File: config.mk
export PLATFORM = sky130hd
export DESIGN_NAME = thfp_ctrl
export DESIGN_NICKNAME = d
export VERILOG_FILES = /design/src/hdl/thfp_pkg.sv /design/src/hdl/thfp_ctrl.sv
export SDC_FILE = /design/constraint.sdc
export NUM_CORES = 1
export LEC_CHECK = 0
export BUFFER_PORTS_ARGS = -buffer_cell sky130_fd_sc_hd__clkbuf_2
export CAP_MARGIN = 5
export CORE_AREA = 2 2 39 41
export DETAILED_ROUTE_END_ITERATION = 12
export DIE_AREA = 0 0 41 43
export PLACE_DENSITY = 0.51
export SLEW_MARGIN = 20
export SYNTH_ARGS = -nofsm -noshare
export SYNTH_HDL_FRONTEND = slang
export SYNTH_SLANG_ARGS = --single-unit
export TNS_END_PERCENT = 100
File: constraint.sdc
create_clock -name clk -period 1.45 [get_ports clk]
set_clock_uncertainty 0.05 [all_clocks]
set_input_delay 0 -clock clk [delete_from_list [all_inputs] [get_ports clk]]
set_output_delay 0 -clock clk [all_outputs]
set_load 0.005 [all_outputs]
File: src/hdl/thfp_pkg.sv
// Shared constants, types and codes for the tree height engine.
package thfp_pkg;

  // Node store sizing
  localparam int MAX_NODES = 1024;
  localparam int IDX_W     = (MAX_NODES > 1) ? $clog2(MAX_NODES) : 1;
  localparam int CNT_W     = $clog2(MAX_NODES + 1);
  localparam int PAR_W     = 11;
  localparam int HGT_W     = 11;
  localparam int CMP_W     = ((CNT_W > PAR_W) ? CNT_W : PAR_W) + 1;

  // Result error codes
  typedef enum logic [1:0] {
    ERR_OK    = 2'd0,
    ERR_LOOP  = 2'd1,
    ERR_RANGE = 2'd2,
    ERR_OVF   = 2'd3
  } err_t;

  // Controller states
  typedef enum logic [1:0] {
    S_LOAD,
    S_EVAL,
    S_WALK,
    S_EMIT
  } state_t;

  // Commands from controller to datapath
  typedef struct packed {
    logic load;
    logic start;
    logic step;
    logic emit;
  } cmd_t;

  // Status from datapath to controller
  typedef struct packed {
    logic ovf;
    logic bad_range;
    logic loop_hit;
    logic walk_end;
    logic out_free;
  } sts_t;

endpackage

File: src/hdl/thfp_ctrl.sv
// Controller state machine for the tree height engine.
module thfp_ctrl (
  input  logic          clk,
  input  logic          rst_n,
  input  logic          in_valid,
  input  logic          in_last_node,
  output logic          in_ready,
  input  thfp_pkg::sts_t sts,
  output thfp_pkg::cmd_t cmd
);
  import thfp_pkg::*;

  state_t state_r;
  state_t state_nxt;

  // State register
  always_ff @(posedge clk) begin
    if (!rst_n) begin
      state_r <= S_LOAD;
    end else begin
      state_r <= state_nxt;
    end
  end

  // Next state
  always_comb begin
    state_nxt = state_r;
    unique case (state_r)
      S_LOAD: begin
        if (in_valid && in_last_node) state_nxt = S_EVAL;
      end
      S_EVAL: begin
        if (sts.ovf || sts.bad_range) state_nxt = S_EMIT;
        else                          state_nxt = S_WALK;
      end
      S_WALK: begin
        if (sts.loop_hit || sts.walk_end) state_nxt = S_EMIT;
      end
      S_EMIT: begin
        if (sts.out_free) state_nxt = S_LOAD;
      end
      default: state_nxt = S_LOAD;
    endcase
  end

  // Outputs
  always_comb begin
    in_ready  = 1'b0;
    cmd       = '0;
    unique case (state_r)
      S_LOAD: begin
        in_ready = 1'b1;
        cmd.load = in_valid;
      end
      S_EVAL: begin
        cmd.start = !(sts.ovf || sts.bad_range);
      end
      S_WALK: begin
        cmd.step = 1'b1;
      end
      S_EMIT: begin
        cmd.emit = sts.out_free;
      end
      default: begin
        in_ready = 1'b0;
      end
    endcase
  end

endmodule

## Word-level counts from Yosys, hierarchy flattened

Index checks and enable logic that the tools add are counted.

| cells by class | value |
|---|---|
| equal/unequal tests | 6 |
| muxes and demuxes | 10 |
| reductions and logical operators | 6 |

Operator list:

| kind | number |
|---|---|
| 2-bit case mux with 4 select lines | 1 |
| 1-bit 2-to-1 mux | 6 |
| 2-bit 2-to-1 mux | 3 |
| 2-bit != test, second input constant | 3 |
| 2-bit == test, second input constant | 2 |
| 3-bit AND reduction | 1 |
| 2-bit by 1-bit == test with 1-bit output, second input constant | 1 |
| 2-bit zero test | 1 |
| 1-bit logical OR | 2 |
| 1-bit logical AND | 1 |
| 1-bit zero test | 1 |

| word-level totals | value |
|---|---|
| register bits after elaboration | 2 |
| input port bits | 9 |
| output and inout port bits | 5 |
| logic and storage cells | 23 |

## Longest topological paths before layout

Gate-level depths: netlist of run 1.

| logic depth | value |
|---|---|
| word-level depth | 3 |
| mapped depth | 5 |
| mapped depth without buffers | 5 |

## Worst setup path after synthesis of run 1

Ideal clock, no wire load.

| timing path | value |
|---|---|
| path kind | register to register |
| start point | register state_r[0] |
| end point | register state_r[0] |
| setup time | 0.092 ns |
| arrival time | 1.415 ns |
| required time | 1.308 ns |
| path slack | -0.107 ns |
| cell stages (with the launch flop) | 6 |
| buffers on the path | 0 |
| period minus slack after synthesis | 1.557 ns |
| cells stage by stage | dfxtp_1 -> inv_1 -> ha_1 -> a21boi_1 -> or3_4 -> o32ai_1 |

| on the way | value |
|---|---|
| longest elaborated chain between the ends | 3 |
| elaborated cells on any way between the ends | 9 |
| those cells by class | eq/ne: 6; mux: 1; reduce/logical: 2 |

RTL lines:

| what | RTL line | source |
|---|---|---|
| from (decl) | thfp_ctrl.sv:13 | `state_t state_r;` |
| from (signal assigned) | thfp_ctrl.sv:21 | `state_r <= state_nxt;` |
| 2-bit == test or 2-bit zero test (tied branches) | thfp_ctrl.sv:28 | `unique case (state_r)` |
| 2-bit != test (no line) | - |  |
| 3-bit AND reduction (no line) | - |  |

Several ways; a longest one is shown, not always the timed one.
A chain may end at the register's enable or synchronous reset.

## Final worst setup path of run 1

| timing path | value |
|---|---|
| start point | register state_r[1] |
| end point | register state_r[0] |

The elaborated chain is that of the path after synthesis.

==> run metrics, run 1 <==
Yosys reg bits=2; syn avg cell area=8.71 µm²; achievable frequency=around 0.66 GHz; Place WS=-0.0911 ns; Ys Warns=0; power per standard cell area=~1800 nW/µm²; most frequent cells in the layout=13 x clkbuf_2, 3 x nand2_1, 3 x ha_1, 3 x clkbuf_4; leak pwr=~0.20 nW; H-tree Lvls=1; remaining antenna violation count=0; Hold Path Class=input port to primary output; Core Box Area=~1400 µm²; Worst setup SP type=flip-flop; M2 GR Usage=0.0938; Area contributors post-synth=ha_1 29%, dfxtp_1 18%, nor3b_1 6.9%; layout cells sized above 1=0.659; flop2flop setup slack=-0.07 ns; measured slew at the worst slew-check pin=around 0.37 ns; Fill cells=162; post-DR vias/cell=between 4 and 5; final setup vio count=2; vias in the first global route=~200; Worst Path Max Fanout=5; Final nets=60; Row Count=14; detailed placement HPWL=about 400 µm; GRT met1 Usage=0.0669; Final min period=between 1.5 and 2 ns; clock sinks=2; relative slew slack=0.751; commonest non-fill, non-tap cell in the layout=clkbuf_2; Fin. Hold Viols=0; CTS Buffer Depth=2; initial core utilization=0.157; Remaining Overflow, GRT=0; Yosys top cell area share=0.287; Critical Path Max Stage Delay=0.39 ns; Final period util=1.05; multi-input logic area=~220 µm²; antenna cells=0; sequential area share after synthesis=0.184; Yosys top cell by area=ha_1; GRT Overall Usage=0.0691; max-cap violations=0; max-slew violations=0; Top Ports=14; Sequential Area=approximately 48 µm²; mapped cell area=218 µm²; met3 GRT Util=0.0471; via count=roughly 240; Most Used Layer, Global Route=met2; Critical Path RT=~1.5 ns; crit path max-delay cell type=or3_4; global-route wire length before repair=between 700 and 800 µm; max reg flops=2; initial antenna violation count=0; Critical Path AT=approximately 1.6 ns; cells after synthesis=25; Setup WS post-layout=-0.0685 ns; GP Congestion=about 0.67; clock-pin transition on the worst setup and hold timing paths=0.03 ns; CTS tree=built; CP Capture Type=flip-flop; WL/cell=8.87 µm; Die ar.=between 1500 and 2000 µm²; Starting DRT DRC Count=5; die width=about 41 µm; Remaining DRCs=0; Critical Path, Cell by Cell=inv_4, ha_4, a21boi_4, or3_4, o32ai_2; Yosys cell types=15; VDD IR max=497 µV; Die Span Y=43 µm; CP bufs+invs=1; drt first pass iters=4; Layout area overhead=89.1%; Synthesized Nets=39; largest registers=state_r x2; Reg with most FFs=state_r; pin count of the biggest net entering global routing=6; setup_tns=-0.127 ns; final WL=between 500 and 600 µm; root buffer cell=clkbuf_4; Worst-Skew Late Latency=between 0.2 and 0.25 ns; failing checks=negative setup slack; CTS buffer count=3; status=finished, violations left; CP Class=flip-flop to flip-flop; delay-heaviest family, CP=compound AO/OA/AOI/OAI gates; PortBufs=13; RSZ-0062 raised after global routing=yes
-- cells in the mapped netlist (all sizes together) --
cell,count
ha,5
inv,3
nand2,3
and2,2
dfxtp,2
nor3b,2
a21boi,1
a21oi,1
and2b,1
mux2i,1
nor4b,1
o21ai,1
o32ai,1
or3,1
-- logic make-up (layout without fill, tap and decap cells) --
kind of cell | after synthesis | count (layout) | share of synthesized area
fa+ha+maj | 5 | 5 | 0.287
compound gates | 4 | 4 | 0.121
buf+inv | 3 | 22 | 0.0517
simple gates | 10 | 10 | 0.310
mux | 1 | 1 | 0.0460
flops | 2 | 2 | 0.184
-- worst min-delay path, delay by kind of cell --
kind	cells	cell delay [ns]
buffers and inverters	2	0.18
and+or+nand+nor	1	0.04
-- per-layer routing --
layer	part of all wire	wire length [µm]
met4	0	0
met1	0.41	218
met5	0	0
met3	0.088	47
met2	0.50	267
-- where the power goes --
part / internal [mW] / switching, mW / total, mW / leakage (nW)
Clock: 0.0913 / 0.0318 / 0.123 / 0.0138
Sequential: 0.0992 / 0.0508 / 0.150 / 0.0178
Combinational: 0.293 / 0.194 / 0.487 / 0.166
-- final timing paths --
kind	startpoint	endpoint	cells after the start
setup / recovery	state_r[1]	state_r[0]	5
hold reg to reg	state_r[1]	state_r[1]	2
hold / removal	sts[4]	cmd[2]	3
setup reg to reg	state_r[1]	state_r[0]	5
-- timing repair --
action	in CTS	in global routing
hold buffers	1	0
resized for setup	1	8
endpoints found under the setup margin	1	1
buffers inserted	0	1
cloned	0	0
pin swaps	0	2
hold endpoints to repair	1	0
-- metrics by stage --
stage / std cells / power, mW / area (µm²) / utilization / hold slack, ns
after floorplan: 25 / 0.374 / 233 / - / -0.0170
after global placement: 55 / 0.504 / 325 / 0.235 / 0.171
after detailed placement: 55 / 0.510 / 325 / 0.235 / 0.175
after CTS: 59 / 0.653 / 360 / 0.260 / 0.178
after global routing: 60 / 0.842 / 412 / 0.297 / 0.202
final: 60 / 0.760 / 412 / 0.297 / 0.173
-- final cells by class --
cell class / instances / area share
multi-input combinational: 20 / 0.523
timing repair buffer: 16 / 0.219
sequential: 2 / 0.116
clock buffer: 3 / 0.0547
tap: 16 / 0.0486
inverter: 3 / 0.0395
(Power assumes the default switching activity.)
==> run 2: changes to the inputs <==
==> constraint.sdc (replaced) <==
create_clock -name clk -period 1.45 [get_ports clk]
set_clock_uncertainty 0.05 [all_clocks]
set_input_delay 0.0725 -clock clk [delete_from_list [all_inputs] [get_ports clk]]
set_output_delay 0.0725 -clock clk [all_outputs]
set_load 0.005 [all_outputs]
==> run metrics, run 2 (synthesis results as in run 1) <==
Fin. Hold Viols=0 (unchanged); max-cap violations=0 (unchanged); GRT Overall Usage=0.0681 (was 0.0691); CTS tree=built (unchanged); Layout area overhead=84.5% (was 89.1%); PortBufs=13 (unchanged); RSZ-0062 raised after global routing=yes (unchanged); final WL=532 µm (unchanged); pin count of the biggest net entering global routing=6 (unchanged); drt first pass iters=4 (unchanged); Remaining Overflow, GRT=0 (unchanged); Remaining DRCs=0 (unchanged); Top Metal Used=met3 (unchanged); Worst Path Max Fanout=5 (unchanged); initial antenna violation count=0 (unchanged); Critical Path RT=1.52 ns (about the same); GP Congestion=0.672 (unchanged); Die ar.=1760 µm² (unchanged); worst hold slack=0.0595 ns (was 0.173 ns); relative slew slack=0.751 (unchanged); Core Box Area=1380 µm² (unchanged); Final min period=1.52 ns (about the same); Worst setup SP type=flip-flop (unchanged); Final Cell Area=402 µm² (was 412 µm²); clock-pin transition on the worst setup and hold timing paths=0.03 ns (about the same); most frequent cells in the layout=13 x clkbuf_2, 3 x nand2_1, 3 x ha_1, 3 x clkbuf_4 (unchanged); Row Count=14 (unchanged); met3 routed WL=42 µm (was 47 µm); met2 wire length=263 µm (was 267 µm); Power Total=0.758 mW (was 0.760 mW); Final nets=59 (was 60); vias in the first global route=196 (was 202); VDD IR max=497 µV (about the same); post-DR vias/cell=4.02 (about the same); antenna cells=0 (unchanged); status=finished, violations left (unchanged); CTS buffer count=3 (unchanged); Critical Path AT=1.59 ns (about the same); failing checks=negative setup slack (unchanged); global-route wire length before repair=724 µm (was 738 µm); remaining antenna violation count=0 (unchanged); commonest non-fill, non-tap cell in the layout=clkbuf_2 (unchanged); setup_tns=-0.127 ns (about the same); Fill cells=162 (unchanged); Setup WS post-layout=-0.0685 ns (about the same); max-slew violations=0 (unchanged); die width=41 µm (unchanged); CP Capture Type=flip-flop (unchanged); Die Span Y=43 µm (unchanged); via count=237 (was 241); leak pwr=0.194 nW (was 0.198 nW); detailed placement HPWL=393 µm (unchanged); CTS Buffer Depth=2 (unchanged); Worst-Skew Late Latency=0.23 ns (about the same); Reg with most FFs=state_r (unchanged); H-tree Lvls=1 (unchanged); Top Ports=14 (unchanged); clock sinks=2 (unchanged); WL/cell=9.02 µm (was 8.87 µm); achievable frequency=0.659 GHz (about the same); M1 wire length=225 µm (was 218 µm); Hold Buf Count CTS=0 (was 1); layout cells sized above 1=0.674 (was 0.659); Placement Cell Area=325 µm² (unchanged); final setup vio count=2 (unchanged); Hold Path Class=input port to flip-flop (was input port to primary output); root buffer cell=clkbuf_4 (unchanged); max reg flops=2 (unchanged); Final period util=1.05 (about the same); initial core utilization=0.157 (unchanged); Starting DRT DRC Count=5 (unchanged); CP Class=flip-flop to flip-flop (unchanged); power per standard cell area=1890 nW/µm² (was 1850 nW/µm²); largest registers=state_r x2 (unchanged); measured slew at the worst slew-check pin=0.369 ns (unchanged)
run 2: worst max-delay path, cell delays in order, from the launching register on:
cell and delay (ns):
dfxtp_4 0.38, inv_4 0.05, ha_4 0.15, a21boi_4 0.13, or3_4 0.39, o32ai_2 0.27
run 2: where the power goes:
| group | internal [mW] | switching [mW] | total, mW | leakage, nW |
|---|---|---|---|---|
| registers | 0.0992 | 0.0508 | 0.150 | 0.0178 |
| clock network | 0.0913 | 0.0319 | 0.123 | 0.0138 |
| logic | 0.291 | 0.194 | 0.485 | 0.162 |
run 2: path summary, 6_finish.rpt:
path | to | cells past startpoint | startpoint | slack [ns]
worst max-delay path | state_r[0] | 5 | state_r[1] | -0.07
worst min-delay path | state_r[1] | 3 | rst_n | 0.06
worst max register to register | state_r[0] | 5 | state_r[1] | -0.07
worst min register to register | state_r[1] | 2 | state_r[1] | 0.47
run 2: stage by stage:
stage | cells | util | setup WS, ns
finish | 59 | 0.290 | -0.0685
global route | 59 | 0.290 | -0.114
CTS | 58 | 0.253 | -0.0845
detailed placement | 55 | 0.235 | -0.0911
global placement | 55 | 0.235 | -0.0428
floorplan | 25 | - | 0.00634
run 2: cell type report:
cell class,instances,area [µm²],area share
Timing Repair Buffer,15,80.1,0.199
Sequential cell,2,47.5,0.118
Tap cell,16,20.0,0.0498
Inverter,3,16.3,0.0405
Clock buffer,3,22.5,0.0561
Multi-Input combinational cell,20,215,0.536
run 2: timing repair:
item	in CTS	in global routing
endpoints found under the setup margin	1	1
pin swaps	0	2
hold endpoints to repair	0	0
resized for setup	1	8
setup buffers	0	1
run 2: routing by layer:
metal,global-route usage,vias up
li1,-,123
met1,0.0701,105
met2,0.0875,9
met3,0.0471,0
met4,0.0600,0
met5,0,-
==> run 3: changes to the inputs <==
- ABC_AREA: default -> 1
- PLACE_DENSITY: 0.51 -> 0.53
==> run metrics, run 3 <==
GRT Overall Usage=0.0711 (was 0.0681); layout cells sized above 1=0.370 (was 0.674); via count=248 (was 237); H-tree Lvls=1 (unchanged); Critical Path AT=1.34 ns (was 1.59 ns); measured slew at the worst slew-check pin=0.172 ns (was 0.369 ns); Yosys reg bits=2 (unchanged); Worst setup SP type=flip-flop (unchanged); CP Class=flip-flop to flip-flop (unchanged); post-DR vias/cell=3.54 (was 4.02); ys async rst share=0 (unchanged); CTS buffer count=3 (unchanged); Remaining Overflow, GRT=0 (unchanged); root buffer cell=clkbuf_4 (unchanged); CTS tree=built (unchanged); commonest non-fill, non-tap cell in the layout=clkbuf_2 (unchanged); max-slew violations=0 (unchanged); antenna cells=0 (unchanged); top_reg_cell synth=dfxtp_1 (unchanged); largest registers=state_r x2 (unchanged); min-delay src=rst_n (unchanged); leak pwr=0.213 nW (was 0.194 nW); setup_tns=0 ns (was -0.127 ns); mapped cell area=236 µm² (was 218 µm²); Post-synth top cells=10 x inv_1, 10 x nand2_1, 5 x ha_1 (was 5 x ha_1, 3 x inv_1, 3 x nand2_1); Critical Path RT=1.51 ns (was 1.52 ns); cells after synthesis=38 (was 25); worst hold slack=0.0227 ns (was 0.0595 ns); postcts setup bufs=0 (unchanged); Layout area overhead=46.0% (was 84.5%); vias in the first global route=237 (was 196); WL/cell=6.93 µm (was 9.02 µm); Area contributors post-synth=ha_1 26%, dfxtp_1 17%, inv_1 16% (was ha_1 29%, dfxtp_1 18%, nor3b_1 6.9%); Yosys top cell by area=ha_1 (unchanged); Starting DRT DRC Count=2 (was 5); PortBufs=13 (unchanged); Ys Warns=0 (unchanged); Reg with most FFs=state_r (unchanged); Top Ports=14 (unchanged); Worst Path Max Fanout=5 (unchanged); VDD IR max=407 µV (was 497 µV); Die ar.=1760 µm² (unchanged); initial antenna violation count=0 (unchanged); sequential area share after synthesis=0.169 (was 0.184); Post-synth EDFFs=0 (unchanged); Setup WS post-layout=0.166 ns (was -0.0685 ns); status=completed (was finished, violations left); Final min period=1.28 ns (was 1.52 ns); flop2flop setup slack=0.17 ns (was -0.07 ns); Synthesized Nets=52 (was 39); Core Box Area=1380 µm² (unchanged); CP Capture Type=flip-flop (unchanged); Yosys cell types=10 (was 15); final WL=485 µm (was 532 µm); reg2reg start=state_r[1] (unchanged); Remaining DRCs=0 (unchanged); RSZ-0062 raised after global routing=no (was yes); max-cap violations=0 (unchanged); max reg flops=2 (unchanged); Row Count=14 (unchanged); Die Span Y=43 µm (unchanged); Hold Path Class=input port to flip-flop (unchanged); Final nets=70 (was 59); GP Congestion=0.675 (was 0.672); relative slew slack=0.885 (was 0.751); Worst-Skew Late Latency=0.22 ns (was 0.23 ns); clock-pin transition on the worst setup and hold timing paths=0.03 ns (about the same); Fin. Hold Viols=0 (unchanged); Place WS=0.119 ns (was -0.0911 ns); clock sinks=2 (unchanged); CTS Buffer Depth=2 (unchanged); global-route wire length before repair=814 µm (was 724 µm); final setup vio count=0 (was 2); pin count of the biggest net entering global routing=6 (unchanged); power per standard cell area=1510 nW/µm² (was 1890 nW/µm²); Yosys top cell area share=0.265 (was 0.287); drt first pass iters=2 (was 4); initial core utilization=0.171 (was 0.157); Critical Path Start=state_r[1] (unchanged); Final period util=0.885 (was 1.05); most frequent cells in the layout=13 x clkbuf_2, 10 x inv_1, 10 x nand2_1 (was 13 x clkbuf_2, 3 x nand2_1, 3 x ha_1, 3 x clkbuf_4); remaining antenna violation count=0 (unchanged); die width=41 µm (unchanged); achievable frequency=0.779 GHz (was 0.659 GHz); detailed placement HPWL=402 µm (was 393 µm); syn avg cell area=6.22 µm² (was 8.71 µm²)
[run 3: changes by cell type after synthesis, moves of 2 or more]
cell | before | now
inv_1 | 3 | 10
nand2_1 | 3 | 10
nand3_1 | 0 | 2
nor2_1 | 0 | 4
nor2_2 | 0 | 2
nor3b_1 | 2 | 0
[run 3: final cells by class]
class | instances | area, µm²
tap | 16 | 20.0
multi-input combinational | 26 | 159
fill | 165 | 1040
inverter | 10 | 37.5
clock buffer | 3 | 22.5
sequential | 2 | 41.3
timing repair buffer | 13 | 65.1
[run 3: final timing paths]
kind	end	depth (start not counted)
setup reg to reg	state_r[1]	6
hold / removal	state_r[0]	3
setup / recovery	state_r[1]	6
hold reg to reg	state_r[0]	2
[run 3: metrics by stage]
stage / power [mW] / utilization / cell area (µm²) / std cells
after detailed placement: 0.406 / 0.232 / 322 / 67
final: 0.522 / 0.250 / 345 / 70
after floorplan: 0.312 / - / 236 / 38
after CTS: 0.538 / 0.249 / 344 / 70
after global routing: 0.591 / 0.250 / 345 / 70
after global placement: 0.399 / 0.232 / 322 / 67
[run 3: cells by family after synthesis]
family,synth area share
compound gates,0.0582
fa+ha+maj,0.265
buf+inv,0.159
flops,0.169
simple gates,0.349
[run 3: timing repair]
| action | in CTS | in global routing |
|---|---|---|
| setup endpoints to repair | 0 | 1 |
| hold endpoints to repair | 0 | 0 |
| hold buffers | 0 | 0 |
| gates resized for setup | 0 | 1 |
[run 3: per-layer routing]
layer / track usage / wire, µm
met5: 0 / 0
met2: 0.0969 / 257
met3: 0.0157 / 36
met4: 0.0800 / 0
met1: 0.0799 / 192
[run 3: worst max-delay path, cell delays in order, from the launching register on]
cell and delay (ns):
dfxtp_1 0.39, inv_1 0.10, ha_1 0.22, nand2_1 0.10, nand3b_1 0.10, o21ai_0 0.16, nor2_1 0.06
[run 3: power breakdown]
part           total (mW)  internal [mW]  leakage [nW]  switching, mW
Combinational       0.288          0.129         0.182          0.159
Clock               0.121         0.0912        0.0138         0.0300
Sequential          0.113         0.0820        0.0169         0.0308
